[src/hdl/sha256_pkg.sv]
`timescale 1ns / 1ps
// ----------------------------------------------------------------------------
// SHA-256 package
// Round constants, initial hash values and the controller/datapath command set.
// ----------------------------------------------------------------------------
package sha256_pkg;

    localparam int unsigned WordW  = 32;
    localparam int unsigned Rounds = 64;

    typedef logic [WordW-1:0] word_t;

    localparam word_t RoundK [Rounds] = '{
        32'h428a2f98, 32'h71374491, 32'hb5c0fbcf, 32'he9b5dba5,
        32'h3956c25b, 32'h59f111f1, 32'h923f82a4, 32'hab1c5ed5,
        32'hd807aa98, 32'h12835b01, 32'h243185be, 32'h550c7dc3,
        32'h72be5d74, 32'h80deb1fe, 32'h9bdc06a7, 32'hc19bf174,
        32'he49b69c1, 32'hefbe4786, 32'h0fc19dc6, 32'h240ca1cc,
        32'h2de92c6f, 32'h4a7484aa, 32'h5cb0a9dc, 32'h76f988da,
        32'h983e5152, 32'ha831c66d, 32'hb00327c8, 32'hbf597fc7,
        32'hc6e00bf3, 32'hd5a79147, 32'h06ca6351, 32'h14292967,
        32'h27b70a85, 32'h2e1b2138, 32'h4d2c6dfc, 32'h53380d13,
        32'h650a7354, 32'h766a0abb, 32'h81c2c92e, 32'h92722c85,
        32'ha2bfe8a1, 32'ha81a664b, 32'hc24b8b70, 32'hc76c51a3,
        32'hd192e819, 32'hd6990624, 32'hf40e3585, 32'h106aa070,
        32'h19a4c116, 32'h1e376c08, 32'h2748774c, 32'h34b0bcb5,
        32'h391c0cb3, 32'h4ed8aa4a, 32'h5b9cca4f, 32'h682e6ff3,
        32'h748f82ee, 32'h78a5636f, 32'h84c87814, 32'h8cc70208,
        32'h90befffa, 32'ha4506ceb, 32'hbef9a3f7, 32'hc67178f2
    };

    localparam word_t InitH [8] = '{
        32'h6a09e667, 32'hbb67ae85, 32'h3c6ef372, 32'ha54ff53a,
        32'h510e527f, 32'h9b05688c, 32'h1f83d9ab, 32'h5be0cd19
    };

    localparam logic [7:0] PadByte = 8'h80;

    // byte source for the block buffer write
    typedef enum logic [1:0] {
        SRC_DATA = 2'd0,
        SRC_PAD  = 2'd1,
        SRC_ZERO = 2'd2,
        SRC_LEN  = 2'd3
    } byte_src_t;

    typedef struct packed {
        logic      init;        // restore initial hash, clear length
        logic      wr;          // write one byte at fill position
        byte_src_t src;
        logic      count_bits;  // add 8 to the length
        logic      start;       // begin 64-round compression
        logic      out_shift;   // rotate hash words for output
    } dp_cmd_t;

    typedef struct packed {
        logic       busy;       // compression running
        logic       block_full; // fill position wrapped to zero after 64 bytes
        logic [5:0] fill;
    } dp_stat_t;

endpackage

[src/hdl/sha256_datapath.sv]
`timescale 1ns / 1ps
// ----------------------------------------------------------------------------
// SHA-256 datapath
// Block buffer, length counter, schedule and one-round-per-cycle compression.
// ----------------------------------------------------------------------------
module sha256_datapath (
    input  logic                  aclk,
    input  logic                  aresetn,
    input  sha256_pkg::dp_cmd_t   cmd,
    input  logic [7:0]            data_byte,
    output sha256_pkg::dp_stat_t  stat,
    output sha256_pkg::word_t     h0
);

    sha256_pkg::word_t h_reg [8];
    sha256_pkg::word_t v_reg [8];
    sha256_pkg::word_t w_reg [16];
    logic [5:0]  fill_reg;
    logic        full_reg;
    logic [63:0] bits_reg;
    logic        busy_reg;
    logic [5:0]  rnd_reg;
    logic        fin_reg;

    logic [7:0]  wbyte;
    logic [2:0]  lsel;
    sha256_pkg::word_t x15, x2, s0, s1, wnew, wv, b1, b0, ch, mj, t1, t2;

    always_comb begin
        lsel = fill_reg[2:0];
        case (cmd.src)
            sha256_pkg::SRC_DATA: wbyte = data_byte;
            sha256_pkg::SRC_PAD:  wbyte = sha256_pkg::PadByte;
            sha256_pkg::SRC_ZERO: wbyte = 8'h00;
            sha256_pkg::SRC_LEN:  wbyte = bits_reg[63 - 8*lsel -: 8];
            default:              wbyte = 8'h00;
        endcase
    end

    // schedule: w_reg[0] is the word for this round, shift each round
    always_comb begin
        x15  = w_reg[1];
        x2   = w_reg[14];
        s0   = {x15[6:0], x15[31:7]} ^ {x15[17:0], x15[31:18]} ^ (x15 >> 3);
        s1   = {x2[16:0], x2[31:17]} ^ {x2[18:0], x2[31:19]} ^ (x2 >> 10);
        wnew = w_reg[0] + s0 + w_reg[9] + s1;
        wv   = w_reg[0];
        b1 = {v_reg[4][5:0], v_reg[4][31:6]} ^ {v_reg[4][10:0], v_reg[4][31:11]}
           ^ {v_reg[4][24:0], v_reg[4][31:25]};
        ch = (v_reg[4] & v_reg[5]) ^ (~v_reg[4] & v_reg[6]);
        t1 = v_reg[7] + b1 + ch + sha256_pkg::RoundK[rnd_reg] + wv;
        b0 = {v_reg[0][1:0], v_reg[0][31:2]} ^ {v_reg[0][12:0], v_reg[0][31:13]}
           ^ {v_reg[0][21:0], v_reg[0][31:22]};
        mj = (v_reg[0] & v_reg[1]) ^ (v_reg[0] & v_reg[2]) ^ (v_reg[1] & v_reg[2]);
        t2 = b0 + mj;
    end

    always_ff @(posedge aclk) begin
        if (cmd.wr) begin
            // bytes land big-endian straight in the schedule words
            w_reg[fill_reg[5:2]][31 - 8*fill_reg[1:0] -: 8] <= wbyte;
        end
        if (cmd.start) begin
            for (int j = 0; j < 8; j++) begin
                v_reg[j] <= h_reg[j];
            end
        end else if (busy_reg) begin
            for (int j = 0; j < 15; j++) begin
                w_reg[j] <= w_reg[j+1];
            end
            w_reg[15] <= wnew;
            v_reg[7] <= v_reg[6];
            v_reg[6] <= v_reg[5];
            v_reg[5] <= v_reg[4];
            v_reg[4] <= v_reg[3] + t1;
            v_reg[3] <= v_reg[2];
            v_reg[2] <= v_reg[1];
            v_reg[1] <= v_reg[0];
            v_reg[0] <= t1 + t2;
        end
    end

    always_ff @(posedge aclk) begin
        if (!aresetn) begin
            for (int j = 0; j < 8; j++) h_reg[j] <= sha256_pkg::InitH[j];
            fill_reg <= '0;
            full_reg <= 1'b0;
            bits_reg <= '0;
            busy_reg <= 1'b0;
            rnd_reg  <= '0;
            fin_reg  <= 1'b0;
        end else begin
            fin_reg <= 1'b0;
            if (cmd.init) begin
                for (int j = 0; j < 8; j++) h_reg[j] <= sha256_pkg::InitH[j];
                bits_reg <= '0;
                fill_reg <= '0;
            end else if (cmd.out_shift) begin
                for (int j = 0; j < 7; j++) h_reg[j] <= h_reg[j+1];
                h_reg[7] <= h_reg[0];
            end else if (fin_reg) begin
                for (int j = 0; j < 8; j++) h_reg[j] <= h_reg[j] + v_reg[j];
            end
            if (cmd.wr) begin
                fill_reg <= fill_reg + 6'd1;
            end
            full_reg <= cmd.wr && (fill_reg == 6'd63);
            if (cmd.count_bits) begin
                bits_reg <= bits_reg + 64'd8;
            end
            if (cmd.start) begin
                busy_reg <= 1'b1;
                rnd_reg  <= '0;
            end else if (busy_reg) begin
                rnd_reg <= rnd_reg + 6'd1;
                if (rnd_reg == 6'd63) begin
                    busy_reg <= 1'b0;
                    fin_reg  <= 1'b1;
                end
            end
        end
    end

    assign stat.busy       = busy_reg | fin_reg;
    assign stat.block_full = full_reg;
    assign stat.fill       = fill_reg;
    assign h0              = h_reg[0];

`ifndef SYNTHESIS
    a_start_idle: assert property (@(posedge aclk) disable iff (!aresetn)
        cmd.start |-> !busy_reg && !fin_reg)
        else $error("compression started while busy");
    a_no_wr_busy: assert property (@(posedge aclk) disable iff (!aresetn)
        busy_reg |-> !cmd.wr)
        else $error("buffer written during compression");
    a_fin_once: assert property (@(posedge aclk) disable iff (!aresetn)
        fin_reg |=> !fin_reg)
        else $error("finish pulse longer than one cycle");
`endif

endmodule

[src/hdl/sha256_ctrl.sv]
`timescale 1ns / 1ps
// ----------------------------------------------------------------------------
// SHA-256 controller
// Sequences byte intake, padding, compressions and digest output.
// ----------------------------------------------------------------------------
module sha256_ctrl (
    input  logic                  aclk,
    input  logic                  aresetn,
    input  logic                  in_valid,
    output logic                  in_ready,
    input  logic                  byte_valid,
    input  logic                  end_of_message,
    input  sha256_pkg::dp_stat_t  stat,
    output sha256_pkg::dp_cmd_t   cmd,
    output logic                  out_valid,
    input  logic                  out_ready,
    output logic [2:0]            out_index
);

    typedef enum logic [2:0] {
        S_IDLE, S_WAIT, S_PAD, S_ZERO, S_LEN, S_OUT
    } state_t;

    state_t     state_reg;
    logic       eom_reg;   // message end pending after the current compression
    logic       extra_reg; // pad spilled past byte 55, zero-and-length block follows
    logic       last_reg;  // running compression is the final one
    logic       kick_reg;  // start pulse issued; blocks a repeat start while busy rises
    logic [2:0] idx_reg;

    logic take;
    assign take = in_valid && in_ready;
    assign in_ready = (state_reg == S_IDLE);

    always_comb begin
        cmd = '0;
        cmd.src = sha256_pkg::SRC_DATA;
        case (state_reg)
            S_IDLE: begin
                cmd.wr         = take && byte_valid;
                cmd.count_bits = take && byte_valid;
            end
            S_PAD: begin
                cmd.wr  = 1'b1;
                cmd.src = sha256_pkg::SRC_PAD;
            end
            S_ZERO: begin
                cmd.wr  = 1'b1;
                cmd.src = sha256_pkg::SRC_ZERO;
            end
            S_LEN: begin
                cmd.wr  = 1'b1;
                cmd.src = sha256_pkg::SRC_LEN;
            end
            S_OUT: begin
                cmd.out_shift = out_ready;
                cmd.init      = out_ready && (idx_reg == 3'd7);
            end
            default: ;
        endcase
        cmd.start = stat.block_full && !kick_reg;
    end

    always_ff @(posedge aclk) begin
        if (!aresetn) begin
            state_reg <= S_IDLE;
            eom_reg   <= 1'b0;
            extra_reg <= 1'b0;
            last_reg  <= 1'b0;
            kick_reg  <= 1'b0;
            idx_reg   <= '0;
        end else begin
            kick_reg <= cmd.start;
            case (state_reg)
                S_IDLE: begin
                    if (take) begin
                        eom_reg <= end_of_message;
                        if ((byte_valid && stat.fill == 6'd63) || end_of_message) begin
                            state_reg <= S_WAIT;
                        end
                    end
                end
                S_WAIT: begin
                    // wait for the full block to leave the datapath
                    if (!stat.busy && !stat.block_full && !kick_reg) begin
                        if (last_reg) begin
                            last_reg  <= 1'b0;
                            idx_reg   <= '0;
                            state_reg <= S_OUT;
                        end else if (extra_reg) begin
                            // pad already written: fill the length block
                            extra_reg <= 1'b0;
                            state_reg <= S_ZERO;
                        end else if (eom_reg) begin
                            eom_reg   <= 1'b0;
                            state_reg <= S_PAD;
                        end else begin
                            state_reg <= S_IDLE;
                        end
                    end
                end
                S_PAD: begin
                    if (stat.fill == 6'd63) begin
                        state_reg <= S_WAIT;
                        extra_reg <= 1'b1;
                    end else if (stat.fill == 6'd55) begin
                        state_reg <= S_LEN;
                    end else begin
                        state_reg <= S_ZERO;
                    end
                end
                S_ZERO: begin
                    if (stat.fill == 6'd63) begin
                        state_reg <= S_WAIT;
                        extra_reg <= 1'b1;
                    end else if (stat.fill == 6'd55) begin
                        state_reg <= S_LEN;
                    end
                end
                S_LEN: begin
                    if (stat.fill == 6'd63) begin
                        last_reg  <= 1'b1;
                        state_reg <= S_WAIT;
                    end
                end
                S_OUT: begin
                    if (out_ready) begin
                        idx_reg <= idx_reg + 3'd1;
                        if (idx_reg == 3'd7) state_reg <= S_IDLE;
                    end
                end
                default: state_reg <= S_IDLE;
            endcase
        end
    end

    assign out_valid = (state_reg == S_OUT);
    assign out_index = idx_reg;

`ifndef SYNTHESIS
    a_out_order: assert property (@(posedge aclk) disable iff (!aresetn)
        out_valid && out_ready && idx_reg != 3'd7 |=> out_valid && idx_reg == $past(idx_reg) + 3'd1)
        else $error("digest words out of order");
    a_no_in_out: assert property (@(posedge aclk) disable iff (!aresetn)
        out_valid |-> !in_ready)
        else $error("input taken during digest output");
    a_len_ok: assert property (@(posedge aclk) disable iff (!aresetn)
        state_reg == S_LEN |-> stat.fill >= 6'd56)
        else $error("length written below byte 56");
`endif

endmodule

[src/hdl/sha256_message_digest.sv]
`timescale 1ns / 1ps
// ----------------------------------------------------------------------------
// SHA-256 message digest
// Hashes a byte stream; emits eight digest words at each end of message.
// ----------------------------------------------------------------------------
//  channel | dir | tdata                       | tuser / tlast
//  s_      | in  | [7:0] data_byte             | tuser[0] byte_valid, tlast end_of_message
//  m_      | out | [31:0] digest_word, [34:32] word_index | tlast last_word
//
// A byte beat is taken while idle; the beat filling a block holds input
// until the round loop is done. End of message adds padding writes, one
// or two compressions and 8 output beats. Reset is synchronous; no
// clearing pass. m_tready low stalls output words.
// ----------------------------------------------------------------------------
module sha256_message_digest (
    input  logic        aclk,
    input  logic        aresetn,
    input  logic        s_tvalid,
    output logic        s_tready,
    input  logic [7:0]  s_tdata,   // [7:0] data_byte
    input  logic        s_tuser,   // [0] byte_valid
    input  logic        s_tlast,
    output logic        m_tvalid,
    input  logic        m_tready,
    output logic [39:0] m_tdata,   // [31:0] digest_word, [34:32] word_index
    output logic        m_tlast
);

    sha256_pkg::dp_cmd_t  cmd;
    sha256_pkg::dp_stat_t stat;
    sha256_pkg::word_t    h0;
    logic [2:0]           idx;

    sha256_ctrl u_ctrl (
        .aclk           (aclk),
        .aresetn        (aresetn),
        .in_valid       (s_tvalid),
        .in_ready       (s_tready),
        .byte_valid     (s_tuser),
        .end_of_message (s_tlast),
        .stat           (stat),
        .cmd            (cmd),
        .out_valid      (m_tvalid),
        .out_ready      (m_tready),
        .out_index      (idx)
    );

    sha256_datapath u_dp (
        .aclk      (aclk),
        .aresetn   (aresetn),
        .cmd       (cmd),
        .data_byte (s_tdata),
        .stat      (stat),
        .h0        (h0)
    );

    assign m_tdata = {5'd0, idx, h0};
    assign m_tlast = (idx == 3'd7);

endmodule

[config.mk]
export PLATFORM = sky130hd
export DESIGN_NAME = sha256_message_digest
export DESIGN_NICKNAME = d
export VERILOG_FILES = /design/src/hdl/sha256_pkg.sv /design/src/hdl/sha256_datapath.sv /design/src/hdl/sha256_ctrl.sv /design/src/hdl/sha256_message_digest.sv
export SDC_FILE = /design/constraint.sdc
export NUM_CORES = 2
export LEC_CHECK = 0
export BUFFER_PORTS_ARGS = -buffer_cell sky130_fd_sc_hd__clkbuf_2
export CAP_MARGIN = 15
export CORE_MARGIN = 10
export CORE_UTILIZATION = 66
export DETAILED_ROUTE_END_ITERATION = 16
export PLACE_DENSITY_LB_ADDON = 0.05
export SYNTH_ARGS = -nofsm -noshare
export SYNTH_HDL_FRONTEND = slang
export SYNTH_SLANG_ARGS = --single-unit
[constraint.sdc]
create_clock -name aclk -period 25.5 [get_ports aclk]
set_clock_uncertainty 0.2 [all_clocks]
set_input_delay 3.825 -clock aclk [delete_from_list [all_inputs] [get_ports aclk]]
set_output_delay 3.825 -clock aclk [all_outputs]
set_load 0.005 [all_outputs]
==> summary.txt <==
STA
  – Worst slew margin: 0.195
  – Fin. Hold Viols: 0
  – Pins over their slew limit: 0
  – Tmin final: ~11000 ps
  – RSZ-0062 raised after global routing: false
  – Count of final setup violators: 0
  – Fmax: 0.0890 GHz
  – Final critical-path share of the clock period: 0.440
  – Worst-Margin Slew: between 1000 and 1500 ps
  – Setup tns final: 0 ps

Global route
  – First-pass GRT wire length: 346000 um
  – All-Layer GR Usage: 0.358
  – Initial antenna violation count: 1
  – Pin count of the biggest net entering global routing: 207
  – Total grt overflow: 0
  – Vias in the first global route: between 50000 and 60000

Worst setup path
  – CP most frequent cell: fa_1
  – CP arrival: ~12000 ps
  – CP max stage delay: 910 ps
  – CP bufs+invs: 5
  – Delay-heaviest family, CP: adder cells
  – Setup crit end kind: flip-flop
  – Critical Path Fanout Max: 20
  – Crit Path Class: flip-flop to flip-flop
  – CP max-delay cell: ha_1
  – R2r startpoint: u_dp.rnd_reg[0]
  – Worst path required time: 25790 ps
  – Worst Setup Start Kind: flip-flop
  – Crit path from: u_dp.rnd_reg[0]

Place
  – Post-DP HPWL: 167000 um
  – RD Place Congestion: a little under 1
  – IO buf count: 51

Clock tree
  – Clock Pin Slew Worst Setup and Hold Paths: approximately 60 ps
  – Cts hold-fix bufs: 0
  – CTS Root Cell: clkbuf_16
  – Clock latency on the worst-skew pair: 770 ps
  – Htree depth: 3
  – CTS max path bufs: 3
  – CTS resizes: 0
  – CTS tree: built
  – Total setup buffers inserted after CTS: 0
  – Clock buffer count from CTS: ~120
  – Clk sink count: ~1100

Final layout
  – Final #Nets: 7808
  – Synth-to-layout area growth: 7.38%
  – Final Core Density: 0.714
  – Max reg flops: about 510
  – Fraction of layout cells with a size suffix above 1: 0.0687
  – Ant diodes: 0

Floorplanning
  – Die Footprint: approximately 130000 um2
  – Area of the core: around 110000 um2
  – Starting Density: 0.665
  – Die W: roughly 350 um
  – Rows: 122
  – Top-Level Pins: 57
  – Die span in y: approximately 350 um

Logic synthesis
  – Synth cell types: 105
  – Post-synthesis mux area share: 0.0136
  – #FFs+latches synth: 1110
  – Seq/Total Area, Yosys: 0.441
  – Mapped Area: 73600 um2
  – Synth Area in Adders: 0.121
  – Post-synth top cells: edfxtp_1, nand2_1, a21o_1, a21oi_1, o21ai_0
  – Post-synthesis compound-gate area fraction: 0.190
  – Post-synth top area cell: edfxtp_1
  – Synth Area in Simple Gates: 0.121
  – Ys flop type: edfxtp_1
  – Avg Cell Area, Syn: 10.0 um2
  – Synth warnings: 0
  – Post-synth EDFFs: ~1000
  – XOR/XNOR Fraction of Synth Area: 0.0701
  – Synth Instances: about 7300
  – Main combinational cell family by area after synthesis: compound AO/OA/AOI/OAI gates
  – Area contributors post-synth: edfxtp_1, a21o_1, ha_1
  – Top cell type's share of synthesized area: 0.418
  – Ys async rst share: 0

Run
  – Max Cap Viol: 0

Routing
  – Vias: slightly below 60000
  – Drt wl/cell: about 26 um
  – DR iter-0 viols: 6907
  – Final ANT Viol Nets: 0
  – DR pass1 iterations: 8
  – Vias/cell: 6.56
  – Drc violations: 0
  – Final wirelength: approximately 230000 um

Pwr
  – Total chip power: approximately 4.2 mW
  – VDD IR-drop max: between 0.06 and 0.07 mV
  – Power per Cell Area: approximately 53 nW/um2
  – P_leak: 33.8 nW

Hold path
  – Worst Hold Class: flip-flop to flip-flop
  – Hold path start: u_dp.w_reg[6][0]

Run status
  – Status: complete, no violations
[per-stage QoR]
step | setup WS [ps] | cells | cell area, um2 | hold slack [ps]
6_report | 14270 | 8792 | 79000 | 270
3_5_place_dp | 14370 | 8547 | 74800 | 294
3_3_place_gp | 14430 | 8545 | 74800 | 276
4_1_cts | 14420 | 8768 | 78800 | 278
5_1_grt | 13670 | 8792 | 79000 | 283
2_1_floorplan | 16170 | 7331 | 73600 | 256
[power by group]
group | leakage (nW) | total [mW] | switching, mW | internal [mW]
clock | 1.93 | 1.79 | 0.776 | 1.01
sequential | 9.81 | 2.02 | 0.0175 | 2.00
combinational | 22.1 | 0.379 | 0.224 | 0.156
total | 33.8 | 4.19 | 1.02 | 3.17
[worst paths after layout]
kind	endpoint	slack, ps	depth (start not counted)
setup / recovery	u_dp.v_reg[0][31]	14270	39
hold / removal	u_dp.w_reg[5][0]	270	1
setup reg to reg	u_dp.v_reg[0][31]	14270	39
hold reg to reg	u_dp.w_reg[5][0]	270	1
[layout make-up]
class,instances,area [um2]
Inverter,351,1320
Tap cell,1488,1860
Clock inverter,85,1000
Clock buffer,136,3000
Multi-Input combinational cell,5431,38000
Fill cell,7994,31700
Sequential cell,1110,32500
Timing Repair Buffer,191,1310
[routing by layer]
layer / wire [um] / global-route usage / vias to the layer above
met3: 19600 / 0.0443 / 614
met1: 86600 / 0.461 / 28006
met5: 0 / 0 / -
met4: 14400 / 0.193 / 0
met2: 108000 / 0.587 / 3146
li1: - / - / 25912
[placed cells by master, fill, tap and decap left out, types with 230 or more instances in the layout]
cell type,n
a21o_1,696
a21oi_1,509
edfxtp_1,1024
ha_1,397
inv_1,344
nand2_1,1023
nor2_1,390
o21ai_0,474
xnor2_1,359
xor2_1,230
[cells by family (layout without fill, tap and decap cells)]
logic type      after synthesis  count (layout)
other cells                   1               5
xor+xnor                    589             589
compound gates             2172            2172
flops                      1110            1110
buf+inv                     790             763
mux                          73              73
simple gates               1996            1996
fa+ha+maj                   596             596
Note: power is estimated with default switching activity, not from simulation.
